[config.mk]
export PLATFORM = sky130hd
export DESIGN_NAME = integer_matrix_multiply
export DESIGN_NICKNAME = d
export VERILOG_FILES = /design/src/imm_pkg.sv /design/src/integer_matrix_multiply.sv /design/src/imm_ctrl.sv /design/src/imm_datapath.sv
export SDC_FILE = /design/constraint.sdc
export NUM_CORES = 2
export LEC_CHECK = 0
export BUFFER_PORTS_ARGS = -buffer_cell sky130_fd_sc_hd__buf_2
export CORE_MARGIN = 2
export CORE_UTILIZATION = 60
export CTS_CLUSTER_DIAMETER = 50
export DETAILED_ROUTE_END_ITERATION = 16
export GPL_TIMING_DRIVEN = 1
export PLACE_DENSITY = 0.86
export SLEW_MARGIN = 20
export SYNTH_ARGS = -nofsm -noshare
export SYNTH_HDL_FRONTEND = slang
export SYNTH_SLANG_ARGS = --single-unit
[constraint.sdc]
create_clock -name aclk -period 18.9 [get_ports aclk]
set_input_delay 0.945 -clock aclk [delete_from_list [all_inputs] [get_ports aclk]]
set_output_delay 0.945 -clock aclk [all_outputs]
set_load 0.02 [all_outputs]
[src/imm_pkg.sv]
// ----------------------------------------------------------------------------
// imm_pkg
// Shared constants, register indexes and controller/datapath interface types
// for the integer matrix multiply block.
// ----------------------------------------------------------------------------
package imm_pkg;

    localparam int ELEM_W        = 16;  // element port width
    localparam int PROD_W        = 35;  // result port width
    localparam int OUT_IDX_W     = 3;   // row/col port width
    localparam int CFG_W         = 4;   // configuration data width
    localparam int CFG_IDX_W     = 2;   // configuration index width
    localparam int MAX_DIM_DEF   = 8;
    localparam int ELEM_BITS_DEF = 16;

    localparam logic [CFG_W-1:0] CFG_DIM_RESET = 4'd8;

    typedef enum logic [CFG_IDX_W-1:0] {
        CFG_ROWS_OF_A  = 2'd0,
        CFG_INNER_SIZE = 2'd1,
        CFG_COLS_OF_B  = 2'd2
    } cfg_index_t;

    typedef struct packed {
        logic div_start;
        logic store;
        logic issue;
    } imm_cmd_t;

    typedef struct packed {
        logic resync;
        logic div_done;
        logic complete;
        logic loading_b;
        logic issue_last;
        logic en;
        logic pipe_empty;
    } imm_status_t;

endpackage

[src/integer_matrix_multiply.sv]
// ----------------------------------------------------------------------------
// integer_matrix_multiply
// Signed integer matrix product C = A x B with streamed elements and results.
// ----------------------------------------------------------------------------
// Usage:
//   cfg_valid/cfg_ready/cfg_index/cfg_data set rows_of_a (0), inner_size (1)
//   and cols_of_b (2); 0 reads as 1, values above MAX_DIM as MAX_DIM.
//   s_valid/s_ready transfer elements: all of A row-major, then all of B.
//   m_valid/m_ready transfer results row-major with row, column and a last
//   flag on the final one.
// Sequencing:
//   each element is accepted, then written in a store step. The first element
//   after a register write waits while the load position is recovered
//   in a one-bit-per-cycle restoring divider.
//   After the last element of B the MAC pipeline issues one multiply per
//   cycle while not stalled, rows*cols*inner in all; each result passes the
//   operand, product and result registers; the pipe drains before new loads.
// Reset:
//   dimensions return to 8, loading restarts with A; stores are not cleared.
// Stall:
//   a held result stalls the MAC pipeline only when the next result is due;
//   element loading continues while the final result waits.
// ----------------------------------------------------------------------------
module integer_matrix_multiply #(
    parameter int MAX_DIM   = imm_pkg::MAX_DIM_DEF,
    parameter int ELEM_BITS = imm_pkg::ELEM_BITS_DEF
) (
    input  logic                          aclk,
    input  logic                          aresetn,
    input  logic                          cfg_valid,
    output logic                          cfg_ready,
    input  logic [imm_pkg::CFG_IDX_W-1:0] cfg_index,
    input  logic [imm_pkg::CFG_W-1:0]     cfg_data,
    input  logic                          s_valid,
    output logic                          s_ready,
    input  logic [imm_pkg::ELEM_W-1:0]    s_element_value,
    output logic                          m_valid,
    input  logic                          m_ready,
    output logic [imm_pkg::PROD_W-1:0]    m_product_value,
    output logic [imm_pkg::OUT_IDX_W-1:0] m_out_row,
    output logic [imm_pkg::OUT_IDX_W-1:0] m_out_col,
    output logic                          m_last_result
);
    import imm_pkg::*;

    imm_cmd_t    cmd;
    imm_status_t status;
    logic        cfg_fire, in_fire;

    assign cfg_fire = cfg_valid && cfg_ready;
    assign in_fire  = s_valid && s_ready;

    imm_ctrl u_ctrl (
        .aclk      (aclk),
        .aresetn   (aresetn),
        .s_valid   (s_valid),
        .status    (status),
        .cmd       (cmd),
        .s_ready   (s_ready),
        .cfg_ready (cfg_ready)
    );

    imm_datapath #(
        .MAX_DIM   (MAX_DIM),
        .ELEM_BITS (ELEM_BITS)
    ) u_datapath (
        .aclk            (aclk),
        .aresetn         (aresetn),
        .cfg_fire        (cfg_fire),
        .cfg_index       (cfg_index),
        .cfg_data        (cfg_data),
        .in_fire         (in_fire),
        .in_elem         (s_element_value),
        .cmd             (cmd),
        .status          (status),
        .m_ready         (m_ready),
        .m_valid         (m_valid),
        .m_product_value (m_product_value),
        .m_out_row       (m_out_row),
        .m_out_col       (m_out_col),
        .m_last_result   (m_last_result)
    );

`ifndef ASSERT_OFF
    // an element transfer always drops ready while the element waits for its store
    a_store_after_transfer: assert property (@(posedge aclk) disable iff (!aresetn)
        in_fire |=> !s_ready)
        else $error("element transfer not followed by a busy cycle");

    // no multiply-accumulate is in flight while elements are taken
    a_pipe_empty_when_loading: assert property (@(posedge aclk) disable iff (!aresetn)
        s_ready |-> status.pipe_empty)
        else $error("mac pipeline busy while accepting elements");

    // completing B starts the multiply sweep
    a_run_after_b: assert property (@(posedge aclk) disable iff (!aresetn)
        (cmd.store && status.complete && status.loading_b) |=> cmd.issue)
        else $error("multiply sweep did not start after last element of B");
`endif

endmodule

[src/imm_ctrl.sv]
// ----------------------------------------------------------------------------
// imm_ctrl
// Controller: sequences element loads, position recovery after a register
// change, and the multiply-accumulate sweep.
// ----------------------------------------------------------------------------
module imm_ctrl (
    input  logic                 aclk,
    input  logic                 aresetn,
    input  logic                 s_valid,
    input  imm_pkg::imm_status_t status,
    output imm_pkg::imm_cmd_t    cmd,
    output logic                 s_ready,
    output logic                 cfg_ready
);
    import imm_pkg::*;

    typedef enum logic [2:0] {
        ST_IDLE,
        ST_STORE,
        ST_DIV,
        ST_RUN,
        ST_DRAIN
    } state_t;

    state_t state_reg, state_next;
    logic   ready_reg;

    always_comb begin
        state_next = state_reg;
        cmd        = '0;
        unique case (state_reg)
            ST_IDLE: begin
                if (s_valid && ready_reg) begin
                    state_next = ST_STORE;
                end
            end
            ST_STORE: begin
                if (status.resync) begin
                    cmd.div_start = 1'b1;
                    state_next    = ST_DIV;
                end else begin
                    cmd.store = 1'b1;
                    if (status.complete && status.loading_b) begin
                        state_next = ST_RUN;
                    end else begin
                        state_next = ST_IDLE;
                    end
                end
            end
            ST_DIV: begin
                if (status.div_done) begin
                    state_next = ST_STORE;
                end
            end
            ST_RUN: begin
                cmd.issue = 1'b1;
                if (status.en && status.issue_last) begin
                    state_next = ST_DRAIN;
                end
            end
            ST_DRAIN: begin
                if (status.pipe_empty) begin
                    state_next = ST_IDLE;
                end
            end
            default: begin
                state_next = ST_IDLE;
            end
        endcase
    end

    always_ff @(posedge aclk) begin
        if (!aresetn) begin
            state_reg <= ST_IDLE;
            ready_reg <= 1'b0;
        end else begin
            state_reg <= state_next;
            ready_reg <= (state_next == ST_IDLE);
        end
    end

    assign s_ready   = ready_reg;
    assign cfg_ready = ready_reg;

endmodule

[src/imm_datapath.sv]
// ----------------------------------------------------------------------------
// imm_datapath
// Datapath: dimension registers, element stores, load position counters,
// restoring divider for position recovery, MAC pipeline and result register.
// ----------------------------------------------------------------------------
module imm_datapath #(
    parameter int MAX_DIM   = imm_pkg::MAX_DIM_DEF,
    parameter int ELEM_BITS = imm_pkg::ELEM_BITS_DEF
) (
    input  logic                          aclk,
    input  logic                          aresetn,
    input  logic                          cfg_fire,
    input  logic [imm_pkg::CFG_IDX_W-1:0] cfg_index,
    input  logic [imm_pkg::CFG_W-1:0]     cfg_data,
    input  logic                          in_fire,
    input  logic [imm_pkg::ELEM_W-1:0]    in_elem,
    input  imm_pkg::imm_cmd_t             cmd,
    output imm_pkg::imm_status_t          status,
    input  logic                          m_ready,
    output logic                          m_valid,
    output logic [imm_pkg::PROD_W-1:0]    m_product_value,
    output logic [imm_pkg::OUT_IDX_W-1:0] m_out_row,
    output logic [imm_pkg::OUT_IDX_W-1:0] m_out_col,
    output logic                          m_last_result
);
    import imm_pkg::*;

    localparam int IDX_W     = $clog2(MAX_DIM);
    localparam int DIM_W     = $clog2(MAX_DIM + 1);
    localparam int LC_W      = $clog2(MAX_DIM * MAX_DIM + 1);
    localparam int SIZE_W    = 2 * DIM_W;
    localparam int ADDR_W    = 2 * IDX_W;
    localparam int MEM_DEPTH = 1 << ADDR_W;
    localparam int MUL_W     = 2 * ELEM_BITS;
    localparam int EXT_W     = (MUL_W > PROD_W) ? MUL_W : PROD_W;
    localparam int DCNT_W    = $clog2(LC_W + 1);

    function automatic logic [DIM_W-1:0] clamp_dim(input logic [CFG_W-1:0] v);
        if (v == '0) begin
            return DIM_W'(1);
        end
        if (int'(v) > MAX_DIM) begin
            return DIM_W'(MAX_DIM);
        end
        return DIM_W'(v);
    endfunction

    // configuration
    logic [CFG_W-1:0] rows_reg, inner_reg, cols_reg;
    logic [DIM_W-1:0] r_dim, n_dim, c_dim, width;
    logic [SIZE_W-1:0] size;

    // load side
    logic [ELEM_BITS-1:0] elem_reg;
    logic [ELEM_BITS-1:0] store_a [MEM_DEPTH];
    logic [ELEM_BITS-1:0] store_b [MEM_DEPTH];
    logic [LC_W-1:0]      load_count_reg, lc_inc;
    logic                 loading_b_reg;
    logic [IDX_W-1:0]     row_reg, col_reg;
    logic                 in_range, complete, col_wrap;
    logic                 resync_reg;

    // divider
    logic [LC_W-1:0]   dq_reg, dq_next;
    logic [DIM_W-1:0]  rem_reg, rem_next;
    logic [DIM_W:0]    trial;
    logic              ge;
    logic [DCNT_W-1:0] dcnt_reg;

    // compute sweep
    logic [IDX_W-1:0] i_reg, j_reg, k_reg;
    logic             i_last, j_last, k_last, issue_fire, en;
    logic             v1_reg, v2_reg;
    logic [IDX_W-1:0] row1_reg, col1_reg, row2_reg, col2_reg;
    logic             first1_reg, last1_reg, fin1_reg;
    logic             first2_reg, last2_reg, fin2_reg;
    logic [ELEM_BITS-1:0]    a_rd_reg, b_rd_reg;
    logic signed [MUL_W-1:0] prod_reg;
    logic signed [EXT_W-1:0] prod_ext;
    logic [PROD_W-1:0]       acc_reg, acc_sum;
    logic                    m_valid_reg;

    assign r_dim = clamp_dim(rows_reg);
    assign n_dim = clamp_dim(inner_reg);
    assign c_dim = clamp_dim(cols_reg);
    assign width = loading_b_reg ? c_dim : n_dim;
    assign size  = loading_b_reg ? SIZE_W'(n_dim) * SIZE_W'(c_dim)
                                 : SIZE_W'(r_dim) * SIZE_W'(n_dim);

    assign lc_inc   = load_count_reg + LC_W'(1);
    assign in_range = SIZE_W'(load_count_reg) < size;
    assign complete = !in_range || (SIZE_W'(lc_inc) == size);
    assign col_wrap = (DIM_W'(col_reg) + DIM_W'(1)) == width;

    assign trial    = {rem_reg, dq_reg[LC_W-1]};
    assign ge       = trial >= {1'b0, width};
    assign rem_next = ge ? DIM_W'(trial - {1'b0, width}) : trial[DIM_W-1:0];
    assign dq_next  = {dq_reg[LC_W-2:0], ge};

    assign i_last     = (DIM_W'(i_reg) + DIM_W'(1)) == r_dim;
    assign j_last     = (DIM_W'(j_reg) + DIM_W'(1)) == c_dim;
    assign k_last     = (DIM_W'(k_reg) + DIM_W'(1)) == n_dim;
    assign en         = !(v2_reg && last2_reg && m_valid_reg && !m_ready);
    assign issue_fire = cmd.issue && en;

    assign prod_ext = EXT_W'(prod_reg);
    assign acc_sum  = (first2_reg ? '0 : acc_reg) + prod_ext[PROD_W-1:0];

    // configuration and load/compute control state
    always_ff @(posedge aclk) begin
        if (!aresetn) begin
            rows_reg       <= CFG_DIM_RESET;
            inner_reg      <= CFG_DIM_RESET;
            cols_reg       <= CFG_DIM_RESET;
            load_count_reg <= '0;
            loading_b_reg  <= 1'b0;
            row_reg        <= '0;
            col_reg        <= '0;
            resync_reg     <= 1'b0;
            dcnt_reg       <= '0;
            i_reg          <= '0;
            j_reg          <= '0;
            k_reg          <= '0;
        end else begin
            if (cfg_fire) begin
                resync_reg <= 1'b1;
                if (cfg_index == CFG_ROWS_OF_A) begin
                    rows_reg <= cfg_data;
                end
                if (cfg_index == CFG_INNER_SIZE) begin
                    inner_reg <= cfg_data;
                end
                if (cfg_index == CFG_COLS_OF_B) begin
                    cols_reg <= cfg_data;
                end
            end
            if (cmd.div_start) begin
                dcnt_reg <= DCNT_W'(LC_W);
            end else if (dcnt_reg != '0) begin
                dcnt_reg <= dcnt_reg - DCNT_W'(1);
                if (dcnt_reg == DCNT_W'(1)) begin
                    row_reg    <= dq_next[IDX_W-1:0];
                    col_reg    <= rem_next[IDX_W-1:0];
                    resync_reg <= 1'b0;
                end
            end
            if (cmd.store) begin
                if (complete) begin
                    load_count_reg <= '0;
                    row_reg        <= '0;
                    col_reg        <= '0;
                    loading_b_reg  <= !loading_b_reg;
                end else begin
                    load_count_reg <= lc_inc;
                    if (col_wrap) begin
                        col_reg <= '0;
                        row_reg <= row_reg + IDX_W'(1);
                    end else begin
                        col_reg <= col_reg + IDX_W'(1);
                    end
                end
            end
            if (issue_fire) begin
                if (k_last) begin
                    k_reg <= '0;
                    if (j_last) begin
                        j_reg <= '0;
                        i_reg <= i_last ? '0 : i_reg + IDX_W'(1);
                    end else begin
                        j_reg <= j_reg + IDX_W'(1);
                    end
                end else begin
                    k_reg <= k_reg + IDX_W'(1);
                end
            end
        end
    end

    // element latch, divider shift registers, stores
    always_ff @(posedge aclk) begin
        if (in_fire) begin
            elem_reg <= ELEM_BITS'($unsigned(in_elem));
        end
        if (cmd.div_start) begin
            dq_reg  <= load_count_reg;
            rem_reg <= '0;
        end else if (dcnt_reg != '0) begin
            dq_reg  <= dq_next;
            rem_reg <= rem_next;
        end
        if (cmd.store && in_range && !loading_b_reg) begin
            store_a[{row_reg, col_reg}] <= elem_reg;
        end
        if (cmd.store && in_range && loading_b_reg) begin
            store_b[{row_reg, col_reg}] <= elem_reg;
        end
        if (issue_fire) begin
            a_rd_reg <= store_a[{i_reg, k_reg}];
            b_rd_reg <= store_b[{k_reg, j_reg}];
        end
    end

    // mac pipeline valids and result valid
    always_ff @(posedge aclk) begin
        if (!aresetn) begin
            v1_reg      <= 1'b0;
            v2_reg      <= 1'b0;
            m_valid_reg <= 1'b0;
        end else begin
            if (en) begin
                v1_reg <= issue_fire;
                v2_reg <= v1_reg;
            end
            if (en && v2_reg && last2_reg) begin
                m_valid_reg <= 1'b1;
            end else if (m_ready) begin
                m_valid_reg <= 1'b0;
            end
        end
    end

    // mac pipeline payload
    always_ff @(posedge aclk) begin
        if (en) begin
            row1_reg   <= i_reg;
            col1_reg   <= j_reg;
            first1_reg <= (k_reg == '0);
            last1_reg  <= k_last;
            fin1_reg   <= i_last && j_last;
            row2_reg   <= row1_reg;
            col2_reg   <= col1_reg;
            first2_reg <= first1_reg;
            last2_reg  <= last1_reg;
            fin2_reg   <= fin1_reg;
            prod_reg   <= $signed(a_rd_reg) * $signed(b_rd_reg);
            if (v2_reg) begin
                acc_reg <= acc_sum;
            end
            if (v2_reg && last2_reg) begin
                m_product_value <= acc_sum;
                m_out_row       <= OUT_IDX_W'(row2_reg);
                m_out_col       <= OUT_IDX_W'(col2_reg);
                m_last_result   <= fin2_reg;
            end
        end
    end

    assign m_valid = m_valid_reg;

    assign status.resync     = resync_reg;
    assign status.div_done   = (dcnt_reg == '0);
    assign status.complete   = complete;
    assign status.loading_b  = loading_b_reg;
    assign status.issue_last = i_last && j_last && k_last;
    assign status.en         = en;
    assign status.pipe_empty = !v1_reg && !v2_reg;

endmodule
Word level (Yosys, flattened, before mapping). Memory sizes are Yosys's and may differ from the RTL's. A register that Yosys moved wholly into a read port is not among the register bits. Index checks and enable logic that the tools add are counted.

Memories: 2. Logic and storage cells: 184. RAM bits: 2048. Input port bits: 27. Register bits after elaboration: 200.

Memory list: u_datapath.store_a (depth 64, width 16, rd ports 1, clocked after Yosys merged registers in 1, wr ports 1, line imm_datapath.sv:55) `logic [ELEM_BITS-1:0] store_a [MEM_DEPTH];`; u_datapath.store_b (depth 64, width 16, rd ports 1, clocked after Yosys merged registers in 1, wr ports 1, line imm_datapath.sv:56) `logic [ELEM_BITS-1:0] store_b [MEM_DEPTH];`.

Eq/ne operators: 13. $mul: 3. Bitwise operators: 1. Muxes and demuxes: 66. $add $sub $neg: 13. Reductions and logical operators: 45. $lt $le $gt $ge: 5.

Operators with widths (number): 2-to-1 mux 3 bit (21); 2-to-1 mux 4 bit (14); adder 35 bit (1); 2-to-1 mux 35 bit (1); multiplier 16 x 16 -> 32 bit (1); 2-to-1 mux 1 bit (22); 2-to-1 mux 7 bit (3); adder 3 x 1 -> 4 bit, second input constant (4); equality test 4 bit (4); logical AND 1 bit (16); multiplier 4 x 4 -> 8 bit (2); adder 3 x 1 -> 3 bit, second input constant (5); one-hot mux 3 bit (5 select lines) (1); AND reduction 2 bit (7); > comparator 4 bit, second input constant (3); zero test 3 bit (4); zero test 4 bit (3); equality test 7 x 8 -> 1 bit (1); < comparator 7 x 8 -> 1 bit (1); 2-to-1 mux 8 bit (1); nonzero test 2 bit (4); adder 7 x 1 -> 7 bit, second input constant (1); equality test 3 x 1 -> 1 bit, second input constant (2); equality test 3 x 2 -> 1 bit, second input constant (2); 14 further kinds (22).

Logic depth before layout (Yosys ltp).
Depth after elaboration: 15. Depth in mapped cells: 23. Depth with buffers taken out: 22.

Hierarchy. Synthesis repeated with hierarchy kept, for this count alone.

Cell total of the unflattened synthesis: 5167. Area, all modules: 99834.5 µm².

By module, submodules not included: imm_datapath (sequential area each 67885.1 µm², cells each 5129, times used 1, area an instance 99545.5 µm²); imm_ctrl (sequential area each 80.1 µm², cells each 36, times used 1, area an instance 276.5 µm²); integer_matrix_multiply (sequential area each 0.0 µm², cells each 2, times used 1, area an instance 12.5 µm²).

Worst setup path before layout. Ideal clock, no wire load.

Path kind: register to register. Start point: register u_datapath.a_rd_reg[15] (read register of u_datapath.store_a). End point: register u_datapath.prod_reg[28], data pin. Path slack: 12.635 ns. Cell stages (with the launch flop): 21. Setup time: 0.259 ns. Buffers on the path: 1. Required time: 18.641 ns. Arrival time: 6.007 ns. Cell sequence: edfxtp_1 > clkbuf_1 > nand2_1 > inv_1 > fa_1 > inv_1 > fa_1 > fa_1 > fa_1 > fa_1 > inv_1 > fa_1 > ha_1 > a21o_1 > a21o_1 > a221o_1 > a21o_1 > a221o_1 > a31o_2 > a21oi_1 > xnor2_1.

Cells in the longest elaborated chain, start to end: 1.

Ends and longest elaborated chain: from (decl) (line imm_datapath.sv:77) `logic [ELEM_BITS-1:0] a_rd_reg, b_rd_reg;`; multiplier 16 x 16 -> 32 bit (line imm_datapath.sv:235) `prod_reg <= $signed(a_rd_reg) * $signed(b_rd_reg);`; to (signal assigned) (line imm_datapath.sv:235); to (decl) (line imm_datapath.sv:78) `logic signed [MUL_W-1:0] prod_reg;`.

Every way passes these cells. A chain may end at the register's enable or synchronous reset.

Final worst setup path.
Start point: register u_datapath.b_rd_reg[1] (read register of u_datapath.store_b). End point: register u_datapath.prod_reg[31], data pin.

Cells in the longest elaborated chain, start to end: 1.

Ends and longest elaborated chain (line): from (decl) (imm_datapath.sv:77); multiplier 16 x 16 -> 32 bit (imm_datapath.sv:235).

Every way passes these cells.

==> results by stage <==
Setup path:
- For the worst setup path, the data required time is 19500 ps.
- The critical path in this run is classified as reg -> reg.
- STA classifies the critical path startpoint as a flop.
- For flop-to-flop paths, the worst setup slack is 11790 ps.
- Data on the critical path arrives at its endpoint at 7710 ps.
- STA classifies the critical path endpoint as a flop.
- In this run the critical register-to-register path is launched from u_datapath.b_rd_reg[1].
- The logic depth of the worst register-to-register path is 21.
- Along the worst path, the maximum fanout reaches 16.
- The reg-to-reg endpoint is u_datapath.prod_reg[31].

Synthesis:
- The synthesized netlist cell count is 5147.
- The total of flip-flops plus latches after synthesis is 2280.
- After synthesis, the share of cell area in mux cells is 0.155.
- In this run, synthesis inferred 2230 flip-flops with an integrated enable.
- Counting flops with an async set or reset pin after synthesis yields a share of 0.
- By area, the combinational part of the netlist is dominated by multiplexers.
- The synthesized netlist occupies a cell area of 99500 um2.
- Of the total synthesized cell area, the portion taken by full adders, half adders and majority gates is 0.0750.
- Counting every net in the synthesized netlist gives 5607.
- For this run, the register share of the synthesized area comes to 0.683.
- Of the total synthesized cell area, the portion taken by XOR and XNOR cells is 0.00797.
- The Yosys step of the flow raised 0 warnings.
- The compound-cell area share of the yosys netlist is 0.0180.
- The top flip-flop cell by instance count after synthesis is sky130_fd_sc_hd__edfxtp_1.
- The synthesized area per cell is 19.3 um2.
- Synthesis instantiated 76 different standard cells from the library.
- The share of synthesized cell area in and, or, nand and nor gates is 0.0398.

Floorplanning:
- From bottom edge to top edge, the die measures 411 um.
- The die is 411 um wide.
- The effective utilization at floorplan is 0.604.
- The count of pins on the block boundary is 72.
- The die covers 169000 um2.
- The floorplan step defined a core boundary enclosing 165000 um2.
- The number of cell rows is 149.

Clock network:
- The clock buffer count from CTS is 217.
- The clock passes through at most 3 buffers.
- The buffer count from post-CTS setup fixing is 0.
- The master cell of the clock root buffer is sky130_fd_sc_hd__clkbuf_16.
- For this design, the sink count on the clock tree is 2280.
- The count of hold-fix buffers inserted at cts is 0.
- The count of instances resized after the clock tree is built is 0.
- After clock tree synthesis, the clock-pin slew on the worst setup and hold paths is 60 ps.
- The clock tree from TritonCTS is built.
- The number of H-tree levels is 4.
- At the later pin of the worst-skew pair, clock insertion delay measures 880 ps.

Detailed routing:
- The detailed-router iteration count before antenna repair is 6.
- The final routed wire length divided by cell count is 35.4 um.
- The count of nets left with antenna violations after detail routing is 0.
- The detailed router finished its first iteration with 9315 violations.
- Summed over all layers, the routed wires come to 276000 um.
- The overall via count from detail_route is 54.9k.
- The post-detailed-route DRC marker count is 0.
- The detail-routed via count per cell is 7.04.

Run:
- The tool flagged a number of max-cap violations equal to 0.

Hold path:
- The capture endpoint of the worst hold path is u_datapath.elem_reg[14].
- The type of the worst min-delay path is in -> reg.
- In this run the most critical hold path is launched from s_element_value[14].
- The worst hold path depth is 1.

Power:
- The maximum vdd ir drop is 0.000111 V.
- The static leakage power is 36.3 nW.
- For this design the ratio of total power to cell area is 95.5 nW/um2.

STA:
- The final critical path time including I/O delays and setup is 7110 ps.
- The count of final hold-check violations is 0.
- Setup repair after global routing left no endpoint under its margin.
- The headroom to the max-slew limit is 0.170.
- The worst path meets setup with 11790 ps of slack.
- For the final database, setup skew stands at 43.5 ps.
- Dividing the final minimum period by the clock period gives 0.376.
- At the pin with the least slew margin, the transition time is 1250 ps.
- The final-layout setup total negative slack is 0 ps.
- The max-slew violation count came to 0.
- Setup violations remaining at the end of the flow were counted as 0.
- The fmax is 0.141 GHz.

Placement:
- The worst setup slack after placement is 11960 ps.
- The final RePlAce weighted congestion is 0.869.
- The count of buffers from port buffering is 71.
- The wire-length estimate of the detail-placed layout is 153000 um.

GRT:
- The aggregate global routing overflow is 0.
- The first-pass GRT wire length is 401000 um.
- The number of global-route vias before repair is 54.7k.
- Entering global routing, the biggest net connects 140 pins.
- The number of antenna violations at the first check in global routing came to 28.
- The aggregate global-route resource usage is 0.332.

Final layout:
- Fill cells in the final layout number 9434.
- The largest registers in the layout are u_datapath.store_a (1024), u_datapath.store_b (1024).
- The layout cell share with drive strength beyond 1 is 0.232.
- Compared with the post-synthesis result, the final layout area differs by 11.1%.
- The net total in the final layout is 5860.

Status:
- The flow ran to the end, and the final reports show no timing, DRC or antenna violations.
-- report_power, final --
group          switching, W  internal (W)  leakage, nW
registers         0.0000348       0.00559         20.6
logic              0.000289      0.000128         12.2
clock network       0.00200       0.00251         3.52
-- cell usage after synthesis, drive strengths merged (65+ instances only) --
| cell type | count | area share |
|---|---|---|
| edfxtp | 2230 | 0.67 |
| mux4 | 672 | 0.15 |
| inv | 321 | 0.012 |
| fa | 272 | 0.055 |
| nor2 | 243 | 0.0092 |
| nand2 | 225 | 0.0085 |
| ha | 161 | 0.020 |
| clkbuf | 138 | 0.0052 |
| and2 | 135 | 0.0085 |
| a21oi | 88 | 0.0044 |
| buf | 86 | 0.0043 |
| nor2b | 65 | 0.0041 |
-- through the flow --
step	area, um2	hold slack (ps)	instances	power (W)	utilization
after floorplan	99500	400	5147	0.00599	-
after global placement	103000	401	7370	0.00610	0.626
after detailed placement	103000	406	7370	0.00613	0.626
after CTS	110000	198	7774	0.0106	0.670
after global routing	110000	225	7774	0.0108	0.670
final	111000	253	7788	0.0105	0.671
-- worst max-delay path: stages, from the launching register on --
cell                       delay, ps
sky130_fd_sc_hd__edfxtp_1        760
sky130_fd_sc_hd__nand2_1         200
sky130_fd_sc_hd__fa_1            590
sky130_fd_sc_hd__inv_1            70
sky130_fd_sc_hd__fa_1            540
sky130_fd_sc_hd__inv_1            60
sky130_fd_sc_hd__fa_1            510
sky130_fd_sc_hd__inv_1            70
sky130_fd_sc_hd__fa_1            530
sky130_fd_sc_hd__inv_1            50
sky130_fd_sc_hd__fa_1            470
sky130_fd_sc_hd__inv_1            50
sky130_fd_sc_hd__fa_1            430
sky130_fd_sc_hd__ha_1            380
sky130_fd_sc_hd__nand3_1         100
sky130_fd_sc_hd__a211oi_1        220
sky130_fd_sc_hd__o31ai_1         180
sky130_fd_sc_hd__o21ai_0         550
sky130_fd_sc_hd__a311oi_1        240
sky130_fd_sc_hd__o31ai_1         530
sky130_fd_sc_hd__a2111o_1        230
sky130_fd_sc_hd__nand3_1          70
-- cells by family after synthesis --
family / Yosys count
compound gates: 277
xor+xnor: 89
fa+ha+maj: 433
buf+inv: 545
flops: 2280
mux: 698
simple gates: 825
-- worst max path at each step --
stage	start	end	slack (ps)	depth (start not counted)
2_1_floorplan	u_datapath.a_rd_reg[15]	u_datapath.prod_reg[28]	12630	20
3_3_place_gp	u_datapath.b_rd_reg[1]	u_datapath.prod_reg[31]	12050	21
3_5_place_dp	u_datapath.a_rd_reg[13]	u_datapath.prod_reg[31]	11960	21
4_1_cts	u_datapath.a_rd_reg[13]	u_datapath.prod_reg[31]	11860	21
5_1_grt	u_datapath.a_rd_reg[13]	u_datapath.prod_reg[31]	11460	21
6_report	u_datapath.b_rd_reg[1]	u_datapath.prod_reg[31]	11790	21
-- routing by layer --
metal / part of all wire / global-route usage
met1: 0.34 / 0.457
met2: 0.47 / 0.508
met3: 0.14 / 0.0939
met4: 0.052 / 0.140
met5: 0.00060 / 0
-- cell usage in the layout, fill, tap and decap left out, types with 8 or more instances in the layout --
cell type | synthesis | layout
sky130_fd_sc_hd__nor2b_1 | 65 | 65
sky130_fd_sc_hd__a21o_1 | 30 | 30
sky130_fd_sc_hd__nor2_1 | 243 | 230
sky130_fd_sc_hd__o211ai_1 | 8 | 8
sky130_fd_sc_hd__nand2_1 | 225 | 225
sky130_fd_sc_hd__clkbuf_16 | 0 | 219
sky130_fd_sc_hd__o21a_1 | 11 | 11
sky130_fd_sc_hd__a211oi_1 | 13 | 13
sky130_fd_sc_hd__diode_2 | 0 | 14
sky130_fd_sc_hd__xor2_1 | 29 | 29
sky130_fd_sc_hd__mux4_2 | 672 | 672
sky130_fd_sc_hd__nand3_1 | 37 | 37
sky130_fd_sc_hd__edfxtp_1 | 2230 | 2230
sky130_fd_sc_hd__bufinv_16 | 0 | 26
sky130_fd_sc_hd__inv_1 | 320 | 319
sky130_fd_sc_hd__and3_1 | 14 | 14
sky130_fd_sc_hd__a21oi_1 | 88 | 88
sky130_fd_sc_hd__nand2b_1 | 27 | 27
sky130_fd_sc_hd__clkinv_1 | 0 | 32
sky130_fd_sc_hd__ha_1 | 161 | 161
sky130_fd_sc_hd__clkinv_2 | 0 | 42
sky130_fd_sc_hd__nor3_1 | 20 | 20
sky130_fd_sc_hd__o21ai_0 | 57 | 57
sky130_fd_sc_hd__dfxtp_1 | 50 | 43
sky130_fd_sc_hd__clkinvlp_4 | 0 | 12
sky130_fd_sc_hd__xnor2_1 | 59 | 59
sky130_fd_sc_hd__or3_1 | 12 | 12
sky130_fd_sc_hd__buf_4 | 7 | 179
sky130_fd_sc_hd__clkbuf_1 | 138 | 47
sky130_fd_sc_hd__o21bai_1 | 10 | 10
sky130_fd_sc_hd__nor2_2 | 0 | 11
sky130_fd_sc_hd__fa_1 | 272 | 272
sky130_fd_sc_hd__buf_2 | 56 | 71
sky130_fd_sc_hd__mux2i_1 | 24 | 24
sky130_fd_sc_hd__and2_1 | 135 | 134
sky130_fd_sc_hd__nand4_1 | 18 | 18
-- cell type report --
type / instances / area (um2) / share of cell area
inverter: 321 / 1200 / 0.0109
sequential: 2280 / 68000 / 0.615
timing repair buffer: 258 / 1820 / 0.0165
antenna: 14 / 35.0 / 0.000317
clock inverter: 138 / 1620 / 0.0147
clock buffer: 266 / 5660 / 0.0512
tap: 2189 / 2740 / 0.0248
multi-input combinational: 2322 / 29500 / 0.267
Power figures use the tool's default switching activity.
